$ cat src/icef_pkg.sv
// icef_pkg: shared types and constants for the ICMP echo flood limiter.
// Holds frame offsets, protocol codes, verdict codes and the queue record type.
// No dependencies.
`default_nettype none

package icef_pkg;

  localparam int MAX_FRAME_BYTES = 16384;
  localparam int POS_W = $clog2(MAX_FRAME_BYTES + 1);

  localparam int TIME_W = 64;
  localparam int MFS_W = 15;
  localparam int MPW_W = 16;
  localparam int WL_W = 40;
  localparam int CFG_ADDR_W = 2;
  localparam int CFG_DATA_W = 40;
  localparam int COUNT_W = 16;
  localparam int REASON_W = 3;

  localparam logic [CFG_ADDR_W-1:0] CFG_IDX_MAX_FRAME = 2'd0;
  localparam logic [CFG_ADDR_W-1:0] CFG_IDX_MAX_PER_WIN = 2'd1;
  localparam logic [CFG_ADDR_W-1:0] CFG_IDX_WIN_LEN = 2'd2;

  localparam logic [MFS_W-1:0] MAX_FRAME_RST = 15'd1000;
  localparam logic [MPW_W-1:0] MAX_PER_WIN_RST = 16'd100;
  localparam logic [WL_W-1:0] WIN_LEN_RST = 40'd1000000000;

  localparam logic [POS_W-1:0] POS_ETYPE_HI = POS_W'(12);
  localparam logic [POS_W-1:0] POS_ETYPE_LO = POS_W'(13);
  localparam logic [POS_W-1:0] POS_PROTO = POS_W'(23);
  localparam logic [POS_W-1:0] POS_ICMP_TYPE = POS_W'(34);
  localparam logic [POS_W-1:0] MIN_CHECKED_LEN = POS_W'(42);
  localparam logic [POS_W-1:0] POS_MAX = POS_W'(MAX_FRAME_BYTES);

  localparam logic [15:0] ETH_IPV4 = 16'h0800;
  localparam logic [7:0] PROTO_ICMP = 8'd1;
  localparam logic [7:0] ICMP_ECHO_REQ = 8'd8;

  localparam logic [REASON_W-1:0] REASON_NOT_ECHO = 3'd0;
  localparam logic [REASON_W-1:0] REASON_COUNTED = 3'd1;
  localparam logic [REASON_W-1:0] REASON_RESTART = 3'd2;
  localparam logic [REASON_W-1:0] REASON_OVERSIZE = 3'd3;
  localparam logic [REASON_W-1:0] REASON_RATE = 3'd4;

  localparam int QUEUE_DEPTH = 4;
  localparam int QPTR_W = $clog2(QUEUE_DEPTH);
  localparam int QCNT_W = $clog2(QUEUE_DEPTH + 1);

  typedef enum logic [1:0] {
    KIND_OTHER,
    KIND_OVERSIZE,
    KIND_ECHO
  } frame_kind_t;

  typedef struct packed {
    frame_kind_t kind;
    logic [TIME_W-1:0] frame_time;
  } frame_rec_t;

  typedef struct packed {
    logic [MFS_W-1:0] max_frame_size;
    logic [MPW_W-1:0] max_per_window;
    logic [WL_W-1:0] window_length;
  } cfg_t;

endpackage

`default_nettype wire

$ cat src/icef_front.sv
// icef_front: byte parser that captures header fields and classifies each frame.
// Pushes one record per frame into the verdict queue on the last byte.
// Depends on icef_pkg.
`default_nettype none

module icef_front
  import icef_pkg::*;
(
  input  wire logic              clk,
  input  wire logic              rst_n,
  input  wire logic              acc,
  input  wire logic [7:0]        data_byte,
  input  wire logic              last_byte,
  input  wire logic [TIME_W-1:0] arrival_time,
  input  wire logic [MFS_W-1:0]  max_frame_size,
  output logic                   push,
  output frame_rec_t             rec
);

  logic [POS_W-1:0]  pos_r, pos_nxt;
  logic [15:0]       etype_r, etype_nxt;
  logic [7:0]        proto_r, proto_nxt;
  logic [7:0]        icmp_r, icmp_nxt;
  logic [TIME_W-1:0] ftime_r;
  logic [POS_W-1:0]  len;
  logic              is_echo;

  assign len = (pos_r < POS_MAX) ? pos_r + POS_W'(1) : pos_r;

  assign is_echo = (len >= MIN_CHECKED_LEN) && (etype_r == ETH_IPV4) &&
                   (proto_r == PROTO_ICMP) && (icmp_r == ICMP_ECHO_REQ);

  always_comb begin
    etype_nxt = etype_r;
    proto_nxt = proto_r;
    icmp_nxt = icmp_r;
    pos_nxt = len;
    if (pos_r == POS_ETYPE_HI) begin
      etype_nxt = {data_byte, etype_r[7:0]};
    end else if (pos_r == POS_ETYPE_LO) begin
      etype_nxt = {etype_r[15:8], data_byte};
    end else if (pos_r == POS_PROTO) begin
      proto_nxt = data_byte;
    end else if (pos_r == POS_ICMP_TYPE) begin
      icmp_nxt = data_byte;
    end
    if (last_byte) begin
      pos_nxt = '0;
      etype_nxt = '0;
      proto_nxt = '0;
      icmp_nxt = '0;
    end
  end

  always_comb begin
    push = acc && last_byte;
    rec.frame_time = (pos_r == '0) ? arrival_time : ftime_r;
    if (!is_echo) begin
      rec.kind = KIND_OTHER;
    end else if ({1'b0, len} > {{(POS_W + 1 - MFS_W){1'b0}}, max_frame_size}) begin
      rec.kind = KIND_OVERSIZE;
    end else begin
      rec.kind = KIND_ECHO;
    end
  end

  always_ff @(posedge clk) begin
    if (!rst_n) begin
      pos_r <= '0;
      etype_r <= '0;
      proto_r <= '0;
      icmp_r <= '0;
    end else if (acc) begin
      pos_r <= pos_nxt;
      etype_r <= etype_nxt;
      proto_r <= proto_nxt;
      icmp_r <= icmp_nxt;
    end
  end

  always_ff @(posedge clk) begin
    if (acc && pos_r == '0) begin
      ftime_r <= arrival_time;
    end
  end

endmodule

`default_nettype wire

$ cat src/icef_queue.sv
// icef_queue: short record queue between the parser and the window limiter.
// Circular buffer with registered pointers and fill count.
// Depends on icef_pkg.
`default_nettype none

module icef_queue
  import icef_pkg::*;
(
  input  wire logic       clk,
  input  wire logic       rst_n,
  input  wire logic       push,
  input  wire frame_rec_t push_rec,
  input  wire logic       pop,
  output frame_rec_t      head_rec,
  output logic            not_empty,
  output logic            full
);

  frame_rec_t        mem [QUEUE_DEPTH];
  logic [QPTR_W-1:0] wr_ptr_r;
  logic [QPTR_W-1:0] rd_ptr_r;
  logic [QCNT_W-1:0] count_r;

  assign not_empty = (count_r != '0);
  assign full = (count_r == QCNT_W'(QUEUE_DEPTH));
  assign head_rec = mem[rd_ptr_r];

  always_ff @(posedge clk) begin
    if (push) begin
      mem[wr_ptr_r] <= push_rec;
    end
  end

  always_ff @(posedge clk) begin
    if (!rst_n) begin
      wr_ptr_r <= '0;
      rd_ptr_r <= '0;
      count_r <= '0;
    end else begin
      if (push) begin
        wr_ptr_r <= wr_ptr_r + QPTR_W'(1);
      end
      if (pop) begin
        rd_ptr_r <= rd_ptr_r + QPTR_W'(1);
      end
      if (push && !pop) begin
        count_r <= count_r + QCNT_W'(1);
      end else if (pop && !push) begin
        count_r <= count_r - QCNT_W'(1);
      end
    end
  end

`ifndef SYNTH
  a_count_bound: assert property (@(posedge clk) disable iff (!rst_n)
    count_r <= QCNT_W'(QUEUE_DEPTH))
    else $error("queue count out of range");
  a_no_overflow: assert property (@(posedge clk) disable iff (!rst_n)
    push |-> !full)
    else $error("push into full queue");
  a_empty_ptrs: assert property (@(posedge clk) disable iff (!rst_n)
    (count_r == '0) |-> (wr_ptr_r == rd_ptr_r))
    else $error("empty queue with unequal pointers");
`endif

endmodule

`default_nettype wire

$ cat src/icef_back.sv
// icef_back: single-entry fixed-window limiter and verdict output register.
// Pops frame records from the queue and issues one verdict per record.
// Depends on icef_pkg.
`default_nettype none

module icef_back
  import icef_pkg::*;
(
  input  wire logic                clk,
  input  wire logic                rst_n,
  input  wire cfg_t                cfg,
  input  wire frame_rec_t          head_rec,
  input  wire logic                not_empty,
  output logic                     pop,
  output logic                     out_valid,
  input  wire logic                out_ready,
  output logic                     out_drop,
  output logic [REASON_W-1:0]      out_reason,
  output logic [COUNT_W-1:0]       out_count
);

  logic                win_valid_r;
  logic [TIME_W-1:0]   win_start_r;
  logic [COUNT_W-1:0]  win_pkts_r, win_pkts_nxt;
  logic                out_valid_r;
  logic                out_drop_r, drop_nxt;
  logic [REASON_W-1:0] out_reason_r, reason_nxt;
  logic [COUNT_W-1:0]  out_count_r;
  logic [TIME_W-1:0]   elapsed;
  logic                expired;
  logic                restart;

  assign pop = not_empty && (!out_valid_r || out_ready);
  assign elapsed = head_rec.frame_time - win_start_r;
  assign expired = elapsed >= {{(TIME_W - WL_W){1'b0}}, cfg.window_length};

  always_comb begin
    drop_nxt = 1'b0;
    reason_nxt = REASON_NOT_ECHO;
    win_pkts_nxt = win_pkts_r;
    restart = 1'b0;
    unique case (head_rec.kind)
      KIND_OVERSIZE: begin
        drop_nxt = 1'b1;
        reason_nxt = REASON_OVERSIZE;
      end
      KIND_ECHO: begin
        if (!win_valid_r || expired) begin
          restart = 1'b1;
          win_pkts_nxt = COUNT_W'(1);
          reason_nxt = REASON_RESTART;
        end else if (win_pkts_r >= cfg.max_per_window) begin
          drop_nxt = 1'b1;
          reason_nxt = REASON_RATE;
        end else begin
          win_pkts_nxt = win_pkts_r + COUNT_W'(1);
          reason_nxt = REASON_COUNTED;
        end
      end
      default: begin
        reason_nxt = REASON_NOT_ECHO;
      end
    endcase
  end

  always_ff @(posedge clk) begin
    if (!rst_n) begin
      win_valid_r <= 1'b0;
      win_start_r <= '0;
      win_pkts_r <= '0;
      out_valid_r <= 1'b0;
    end else begin
      if (pop) begin
        win_pkts_r <= win_pkts_nxt;
        if (restart) begin
          win_valid_r <= 1'b1;
          win_start_r <= head_rec.frame_time;
        end
        out_valid_r <= 1'b1;
      end else if (out_ready) begin
        out_valid_r <= 1'b0;
      end
    end
  end

  always_ff @(posedge clk) begin
    if (pop) begin
      out_drop_r <= drop_nxt;
      out_reason_r <= reason_nxt;
      out_count_r <= win_pkts_nxt;
    end
  end

  assign out_valid = out_valid_r;
  assign out_drop = out_drop_r;
  assign out_reason = out_reason_r;
  assign out_count = out_count_r;

`ifndef SYNTH
  a_pop_loads: assert property (@(posedge clk) disable iff (!rst_n)
    pop |=> out_valid_r)
    else $error("popped record not presented");
  a_win_sticky: assert property (@(posedge clk) disable iff (!rst_n)
    !$fell(win_valid_r))
    else $error("window valid cleared outside reset");
  a_restart_one: assert property (@(posedge clk) disable iff (!rst_n)
    (out_valid_r && out_reason_r == REASON_RESTART) |-> (out_count_r == COUNT_W'(1)))
    else $error("restart verdict without count of one");
`endif

endmodule

`default_nettype wire

$ cat src/icmp_echo_flood_limiter.sv
// icmp_echo_flood_limiter: ICMP echo request flood limiter, top level.
// Holds the configuration registers; instantiates icef_front, icef_queue, icef_back.
// Depends on icef_pkg.
//
// Usage:
//   Input stream carries one Ethernet frame byte per transaction, tlast on the
//   final byte; the timestamp in tdata is sampled on the first byte.
//   Output stream carries one verdict transaction per frame, issued for the
//   last byte: drop flag, reason code and window count.
//   Throughput: one byte per cycle sustained while the record queue has room; frames may follow back to back.
//   A verdict passes through the record queue and then the verdict output register;
//   out_tvalid rises once the last byte's record has been popped from the queue.
//   A four-entry record queue decouples the byte parser from the limiter;
//   in_tready falls only when that queue is full, i.e. when the receiver has
//   stalled out_tready for several frame ends. A stalled verdict holds.
//   Configuration: cfg_wen writes register cfg_addr (0 max frame size,
//   1 max requests per window, 2 window length in ns); write only while no
//   frame is in flight.
//   Reset (synchronous, rst_n low): registers load their defaults, the parser
//   restarts at byte zero, the queue empties and no window exists yet.
`default_nettype none

module icmp_echo_flood_limiter
  import icef_pkg::*;
(
  input  wire logic                  clk,
  input  wire logic                  rst_n,
  input  wire logic                  in_tvalid,
  output logic                       in_tready,
  input  wire logic [71:0]           in_tdata,   // data_byte[7:0], arrival_time[71:8]
  input  wire logic                  in_tlast,
  output logic                       out_tvalid,
  input  wire logic                  out_tready,
  output logic [23:0]                out_tdata,  // drop[0], verdict_reason[3:1],
                                                 // window_count[19:4], zero[23:20]
  input  wire logic                  cfg_wen,
  input  wire logic [CFG_ADDR_W-1:0] cfg_addr,
  input  wire logic [CFG_DATA_W-1:0] cfg_wdata
);

  cfg_t                cfg_r;
  logic                acc;
  logic                push;
  frame_rec_t          push_rec;
  frame_rec_t          head_rec;
  logic                pop;
  logic                not_empty;
  logic                full;
  logic                v_drop;
  logic [REASON_W-1:0] v_reason;
  logic [COUNT_W-1:0]  v_count;

  always_ff @(posedge clk) begin
    if (!rst_n) begin
      cfg_r.max_frame_size <= MAX_FRAME_RST;
      cfg_r.max_per_window <= MAX_PER_WIN_RST;
      cfg_r.window_length <= WIN_LEN_RST;
    end else if (cfg_wen) begin
      unique case (cfg_addr)
        CFG_IDX_MAX_FRAME:   cfg_r.max_frame_size <= cfg_wdata[MFS_W-1:0];
        CFG_IDX_MAX_PER_WIN: cfg_r.max_per_window <= cfg_wdata[MPW_W-1:0];
        CFG_IDX_WIN_LEN:     cfg_r.window_length <= cfg_wdata[WL_W-1:0];
        default: begin
        end
      endcase
    end
  end

  assign in_tready = !full;
  assign acc = in_tvalid && in_tready;

  icef_front u_front (
    .clk            (clk),
    .rst_n          (rst_n),
    .acc            (acc),
    .data_byte      (in_tdata[7:0]),
    .last_byte      (in_tlast),
    .arrival_time   (in_tdata[71:8]),
    .max_frame_size (cfg_r.max_frame_size),
    .push           (push),
    .rec            (push_rec)
  );

  icef_queue u_queue (
    .clk       (clk),
    .rst_n     (rst_n),
    .push      (push),
    .push_rec  (push_rec),
    .pop       (pop),
    .head_rec  (head_rec),
    .not_empty (not_empty),
    .full      (full)
  );

  icef_back u_back (
    .clk        (clk),
    .rst_n      (rst_n),
    .cfg        (cfg_r),
    .head_rec   (head_rec),
    .not_empty  (not_empty),
    .pop        (pop),
    .out_valid  (out_tvalid),
    .out_ready  (out_tready),
    .out_drop   (v_drop),
    .out_reason (v_reason),
    .out_count  (v_count)
  );

  assign out_tdata = {4'b0000, v_count, v_reason, v_drop};

endmodule

`default_nettype wire

$ cat config.mk
export PLATFORM = sky130hd
export DESIGN_NAME = icmp_echo_flood_limiter
export DESIGN_NICKNAME = d
export VERILOG_FILES = /design/src/icef_pkg.sv /design/src/icef_front.sv /design/src/icef_queue.sv /design/src/icef_back.sv /design/src/icmp_echo_flood_limiter.sv
export SDC_FILE = /design/constraint.sdc
export NUM_CORES = 1
export LEC_CHECK = 0
export ABC_AREA = 1
export BUFFER_PORTS_ARGS = -buffer_cell sky130_fd_sc_hd__buf_2
export CAP_MARGIN = 20
export CORE_MARGIN = 2
export CORE_UTILIZATION = 55
export DETAILED_ROUTE_END_ITERATION = 6
export PLACE_DENSITY = 0.73
export SETUP_SLACK_MARGIN = 0.3
export SLEW_MARGIN = 15
export SYNTH_ARGS = -nofsm -noshare
export SYNTH_HDL_FRONTEND = slang
export SYNTH_SLANG_ARGS = --single-unit
$ cat constraint.sdc
create_clock -name clk -period 9.4 [get_ports clk]
set_input_delay 1.41 -clock clk [delete_from_list [all_inputs] [get_ports clk]]
set_output_delay 1.41 -clock clk [all_outputs]
set_load 0.02 [all_outputs]
==> results of run 1 <==
==> placed cells by master (no fill, tap or decap), types with 4 or more instances in the layout <==
master	instances
nand2_1	905
inv_1	526
nor2_1	408
edfxtp_1	348
o21ai_0	232
dfxtp_1	207
a21oi_1	196
ha_1	146
buf_2	140
nand3_1	68
mux2_2	64
o22ai_1	62
clkbuf_16	59
xor2_1	52
nor3_1	28
nand4_1	27
nor2_2	26
o211ai_1	24
buf_4	19
inv_2	17
nor4_1	16
xnor2_1	12
clkbuf_1	12
clkinv_1	11
nand2_2	9
bufinv_16	9
clkinv_2	8
a31oi_1	8
nor2_4	7
o21bai_1	7
and3_1	6
and2_1	6
a211oi_1	5
nand3b_1	4
conb_1	4
clkbuf_8	4
==> per-stage QoR <==
step                      cells  cell area (um^2)
final                      4408             32800
after global routing       4408             32800
after detailed placement   4301             30700
after floorplan            3568             29500
after CTS                  4407             32700
after global placement     4300             30700
==> layer usage <==
layer | GRT usage (%) | vias up | wire [um]
met2 | 41.4 | 694 | 32400
met4 | 9.59 | 0 | 2570
li1 | - | 11800 | -
met5 | 0 | - | 0
met1 | 34.2 | 10600 | 31700
met3 | 3.37 | 140 | 4390
==> critical path: cells and delay by family (launching register included) <==
| kind | cells | cell delay [ns] |
|---|---|---|
| and+or+nand+nor | 22 | 2.70 |
| xor gates and xnor gates | 1 | 0.22 |
| AOI/OAI and AO/OA | 2 | 0.48 |
| DFF | 1 | 0.35 |
| buffers and inverters | 7 | 1.91 |
| adders and majority gates | 3 | 0.74 |
==> registers in the layout (all words and copies together), names as in the netlist, named ones only <==
name and cells:
u_front.icmp_r 8, u_queue.wr_ptr_r 2, u_front.pos_r 15, cfg_r 71, u_back.out_valid 1, u_queue.mem 264, u_back.win_valid_r 1, u_back.win_start_r 64
u_back.out_count 16, u_front.ftime_r 64, u_front.proto_r 8, u_back.out_reason 3, u_back.out_drop 1, u_queue.rd_ptr_r 2, u_front.etype_r 16, u_back.win_pkts_r 16
u_queue.count_r 3
==> cell families (layout without fill, tap and decap cells) <==
kind of cell | Yosys count | in the layout | synth area share (%)
adders and majority gates | 148 | 148 | 6.33
xor gates and xnor gates | 64 | 64 | 1.90
muxes | 64 | 64 | 2.44
DFF | 557 | 557 | 49.6
AOI/OAI and AO/OA | 548 | 548 | 10.1
and+or+nand+nor | 1519 | 1519 | 20.8
buffers and inverters | 664 | 816 | 8.84
other | 1 | 4 | 0.0127
==> layout make-up <==
type | instances | area (um^2) | area share, %
flip-flops and latches | 557 | 14600 | 44.7
multi-input cells | 2347 | 12300 | 37.6
inverters | 549 | 2060 | 6.30
clock buffers | 76 | 1580 | 4.84
repair buffers | 161 | 886 | 2.70
well taps | 688 | 861 | 2.63
clock inverters | 30 | 394 | 1.20
==> worst max-delay path by stage <==
stage | from | end | slack (ns) | depth (start not counted)
2_1_floorplan | in_tvalid | u_front.ftime_r[0] | 0.90 | 3
3_3_place_gp | flip-flop | u_back.win_start_r[40] | 3.01 | 35
6_report | flip-flop | u_back.win_start_r[37] | 2.72 | 35
4_1_cts | flip-flop | u_back.win_start_r[37] | 2.75 | 35
5_1_grt | flip-flop | u_back.win_start_r[37] | 1.94 | 35
3_5_place_dp | flip-flop | u_back.win_start_r[37] | 2.77 | 35
==> power groups by stage <==
stage | Sequential, mW | Clock [mW] | Combinational, mW
2_1_floorplan | 3.25 | 0 | 5.38
3_3_place_gp | 3.22 | 0 | 7.15
3_5_place_dp | 3.23 | 0 | 7.23
4_1_cts | 3.18 | 2.41 | 7.27
5_1_grt | 3.21 | 2.51 | 8.34
6_report | 3.18 | 2.37 | 7.35
==> metrics.md, run 1 <==
| Metric | Value |
|---|---|
| Outcome | `finished clean` |
| Hold Buf Count CTS | `0` |
| Vias/cell | `5.28` |
| Cells after synthesis | `roughly 3.6k` |
| Largest net degree at the start of global routing | `between 90 and 100` |
| Ports | `146` |
| Synth cell types | `51` |
| Final WS setup | `roughly 2.7 ns` |
| Antenna violations before repair | `0` |
| Synth Cell Area | `0.0295 mm^2` |
| CP peak stage delay | `around 0.75 ns` |
| Maximum vdd ir drop | `between 150 and 200 uV` |
| Core Region | `~0.053 mm^2` |
| RD Place Congestion | `between 1 and 1.5` |
| Global-route wire length before repair | `approximately 110 mm` |
| CTS Buf Count | `57` |
| CP startpoint kind | `flip-flop` |
| Final HPWL DP | `51.3 mm` |
| FF+latch count, synth | `around 560` |
| CP Capture Type | `flip-flop` |
| Hold Crit Depth | `2` |
| WS Path Type | `reg2reg` |
| Gr ovfl total | `0` |
| CP required | `slightly below 10 ns` |
| Critical Path AT | `~7.2 ns` |
| Post-CTS setup buffers | `0` |
| Hold Path Class | `reg2reg` |
| Setup-failing EPs final | `0` |
| Setup_tns | `0 ns` |
| Die Width | `236 um` |
| Unrepaired setup endpoints after global routing | `no` |
| Peak Freq | `150 MHz` |
| # diodes | `0` |
| Die Area | `0.0555 mm^2` |
| Worst-Margin Slew | `roughly 1.1 ns` |
| Crit path top cell by count | `nand2_1` |
| Cell taking the most area after synthesis | `edfxtp_1` |
| IO buf count | `around 140` |
| Total Routing Usage GR | `25.2%` |
| H-Tree Depth | `2` |
| Residual DRC | `0` |
| Sw Share | `46.6%` |
| R2r endpoint | `u_back.win_start_r[37]` |
| Die Ht | `between 200 and 250 um` |
| Initial core utilization | `between 50% and 60%` |
| First-pass DRT Iterations | `6` |
| Worst-Skew Late Latency | `roughly 0.61 ns` |
| Dominant synthesized flop cell | `edfxtp_1` |
| Mean area per synthesized cell | `around 8.3 um^2` |
| Fillers | `around 4.6k` |
| Cells on worst reg2reg path | `35` |
| Routed WL per cell | `about 16 um` |
| Place WS | `about 2.8 ns` |
| Reg clk slew, reported paths | `0.06 ns` |
| Via Count | `roughly 23k` |
| Pwr Density | `between 300 and 400 mW/mm^2` |
| Top-count cell post-synth | `nand2_1` |
| Rows | `between 80 and 90` |
| Comb pwr share | `~57%` |
| TritonCTS clock tree | `done` |
| Ys Warns | `0` |
| Number of gates resized after CTS | `0` |
| Slew headroom | `roughly 28%` |
| Worst-path fanout max | `96` |
| Sequential power share | `about a quarter` |
| Detailed Route Iter0 Violations | `1872` |
| Clock power share | `approximately 18%` |
| Final hold slack | `0.464 ns` |
| Clk buf depth | `3` |
| Share of cells above drive strength 1 | `between 10% and 20%` |
| Max-Cap Viols | `0` |
| Hold Vio Cnt, Final | `0` |
| Min cycle time layout | `roughly 6.7 ns` |
| Post-synth EDFFs | `~350` |
| Psw | `6.01 mW` |
| CTS sink count | `approximately 560` |
| Top cells by area, synth | `edfxtp_1, dfxtp_1, nand2_1, inv_1, ha_1` |
| Hold Path End | `u_front.etype_r[10]` |
| Overall power consumption | `12.9 mW` |
| Nets | `3941` |
| Synth cell count leaders | `nand2_1, inv_1, nor2_1` |
| Post-synth top area share | `approximately 35%` |
| Hold path start | `u_front.etype_r[10]` |
| Seq/Total Area, Yosys | `roughly 50%` |
| Crit-path slowest cell | `buf_4` |
| Final Slew Violations | `0` |
| Util after Layout | `between 60% and 70%` |
| Routed Antenna Nets | `0` |
| Layout area overhead | `11.0%` |
| Ys async rst share | `0%` |
| Final wirelength | `between 70 and 80 mm` |
| Period Utilization, post-route | `71.1%` |
| P_int | `slightly below 7 mW` |
| Clk root buf | `clkbuf_16` |
| Leak pwr | `14.8 nW` |
| Setup slack, reg-to-reg | `approximately 2.7 ns` |
| Clock skew | `0.0161 ns` |
| Vias in the first global route | `around 22k` |
(Power assumes the default switching activity.)
==> inputs of run 2 (changes only) <==
Settings changed: PLACE_DENSITY 0.73 to 0.76.
Clock period 9.4 ns to 5.54 ns, I/O delays scaled along.
==> metrics.md, run 2 (synthesized netlist as in run 1, its figures left out) <==
| Metric | Value |
|---|---|
| WS Path Type | `reg2reg` |
| Routed WL per cell | `about 17 um` |
| Clk buf depth | `3` |
| Final HPWL DP | `~51 mm` |
| Setup slack, reg-to-reg | `approximately 0.54 ns` |
| Reg clk slew, reported paths | `~0.06 ns` |
| Util after Layout | `62.8%` |
| GR met2 Demand/Resource | `a little over two fifths` |
| Share of cells above drive strength 1 | `about 11%` |
| CTS sink count | `between 500 and 600` |
| Bufs and invs on worst path | `5` |
| Post-route insts no fill | `around 4.4k` |
| R2r endpoint | `u_back.win_start_r[44]` |
| Commonest non-fill, non-tap cell in the layout | `nand2_1` |
| Critical Path AT | `5.52 ns` |
| Initial core utilization | `approximately 56%` |
| CP Capture Type | `flip-flop` |
| Most frequent cells in the layout | `nand2_1, inv_1, nor2_1, edfxtp_1, o21ai_0` |
| Final Slew Violations | `0` |
| Largest reg by FF count | `u_queue.mem` |
| Overall power consumption | `about 22 mW` |
| Nets | `between 3k and 4k` |
| Vias/cell | `~5.4` |
| Largest net degree at the start of global routing | `between 100 and 150` |
| Placed cell area | `0.0309 mm^2` |
| End point of the critical path | `u_back.win_start_r[44]` |
| Crit-path slowest cell | `buf_4` |
| Period Utilization, post-route | `around 90%` |
| Critical path's top delay family | `simple AND/OR/NAND/NOR gates` |
| First-pass DRT Iterations | `5` |
| Routed Antenna Nets | `0` |
| H-Tree Depth | `2` |
| Detailed Route Iter0 Violations | `2101` |
| Clk root buf | `clkbuf_16` |
| Cells on worst reg2reg path | `24` |
| Crit path top cell by count | `nand2_1` |
| Die Width | `236 um` |
| Final wirelength | `approximately 74 mm` |
| Setup-failing EPs final | `0` |
| Met1 Track Usage GR | `34.7%` |
| Unrepaired setup endpoints after global routing | `no` |
| DP Cell Count | `between 4k and 5k` |
| Die Ht | `approximately 240 um` |
| Fillers | `4440` |
| Layer with the highest usage | `met2` |
| Worst-Margin Slew | `just under 1 ns` |
| Leak pwr | `15.0 nW` |
| Pwr Density | `between 600 and 700 mW/mm^2` |
| Total Routing Usage GR | `between 20% and 30%` |
| Vias in the first global route | `about 22k` |
| Via Count | `23.8k` |
| # diodes | `0` |
| CP Depth | `24` |
| Clock skew | `0.0235 ns` |
| Gr ovfl total | `0` |
| Worst-path fanout max | `44` |
| Maximum vdd ir drop | `322 uV` |
| Ports | `approximately 150` |
| Biggest regs | `u_queue.mem (264), cfg_r (71)` |
| Max FFs per register | `~260` |
| Antenna violations before repair | `0` |
| Outcome | `finished clean` |
| CP startpoint kind | `flip-flop` |
| CP required | `between 6 and 7 ns` |
| CTS Buf Count | `56` |
| CP peak stage delay | `approximately 0.43 ns` |
| Cell breakdown of the critical path | `inv_6 > buf_12 > buf_4 > o21ai_0 > o22ai_1 > ha_1 > nand2_1 > nor2_1 > nand2_1 > nor3_1 > and2_1 > nand2_1 > nand3_1 > nand2_1 > nor2_1 > nand3_1 > nor2_4 > nand2_2 > nand3_4 > buf_4 > clkbuf_16 > nand2_1 > nand2_1 > nor2_1` |
| Die Area | `approximately 0.055 mm^2` |
| IO buf count | `between 100 and 150` |
| Slew headroom | `between 30 and 40%` |
| Layout area overhead | `12.4%` |
| Setup_tns | `0 ns` |
| RD Place Congestion | `1.01` |
| M3 GR Usage | `2.99%` |
| TritonCTS clock tree | `done` |
| Core Region | `0.0528 mm^2` |
| Worst-Skew Late Latency | `about 0.63 ns` |
| Hold Path Class | `in2reg` |
| Hold Vio Cnt, Final | `0` |
| Peak Freq | `200 MHz` |
| Max-Cap Viols | `0` |
| Min cycle time layout | `5.00 ns` |
| Rows | `84` |
| Residual DRC | `0` |
| Post-route cell area | `between 0.03 and 0.04 mm^2` |
| Hold Buf Count CTS | `0` |
| Global-route wire length before repair | `~110 mm` |
[run 2: changes by cell type in the layout (fill, tap and decap cells not counted), moves of 3 or more]
cell        before  now
buf_12           0    9
bufinv_16        9    3
clkbuf_1        12    7
clkbuf_16       59   68
clkinv_2         8   14
clkinvlp_4       3    6
[run 2: repair_timing]
| action | in CTS | in global routing |
|---|---|---|
| resized for setup | 0 | 16 |
| buffers inserted | 0 | 5 |
| endpoints found under the setup margin | 0 | 101 |
[run 2: layout make-up]
class                           instances  area, um^2  area share (%)
Inverter                              549        2070            6.24
Clock inverter                         33         264           0.797
Clock buffer                           73        1600            4.81
Multi-Input combinational cell       2347       12400            37.3
Timing Repair Buffer                  182        1340            4.05
Sequential cell                       557       14600            44.2
Tap cell                              688         861            2.60
[run 2: metal layers]
layer	share of wire, %	wire (um)	up-vias
met5	0	0	-
met4	3.3	2450	0
met3	6.7	4970	134
met2	46	33800	727
met1	44	32400	11100
li1	-	-	11900
[run 2: how the worst min path moves through the flow]
stage,slack (ns),depth (start not counted),endpoint,start
after floorplan,0.43,2,u_front.proto_r[0],u_front.proto_r[0]
after global placement,0.45,2,u_front.etype_r[13],u_front.etype_r[13]
after detailed placement,0.45,2,u_front.etype_r[11],u_front.etype_r[11]
after CTS,0.37,1,u_front.ftime_r[44],in_tdata[52]
after global routing,0.39,1,u_front.ftime_r[44],in_tdata[52]
final,0.40,1,u_front.ftime_r[61],in_tdata[69]
[run 2: worst reg2reg max path: stages, from the launching register on]
cell	delay (ns)
dfxtp_4	0.38
inv_6	0.19
buf_12	0.24
buf_4	0.45
o21ai_0	0.16
o22ai_1	0.33
ha_1	0.33
nand2_1	0.13
nor2_1	0.21
nand2_1	0.16
nor3_1	0.43
and2_1	0.20
nand2_1	0.10
nand3_1	0.10
nand2_1	0.05
nor2_1	0.10
nand3_1	0.22
nor2_4	0.28
nand2_2	0.14
nand3_4	0.13
buf_4	0.20
clkbuf_16	0.20
nand2_1	0.07
nand2_1	0.06
nor2_1	0.04
[run 2: power by group]
group | switching, mW | total, mW | internal, mW
Combinational | 8.66 | 13.1 | 4.41
Sequential | 0.229 | 5.37 | 5.14
Clock | 1.61 | 3.78 | 2.17
[run 2: per-stage QoR]
stage | hold WS (ns) | setup slack, ns
global route | 0.387 | 0.297
global placement | 0.451 | 0.485
finish | 0.396 | 0.542
detailed placement | 0.453 | 0.392
CTS | 0.367 | 0.315
floorplan | 0.431 | 0.341
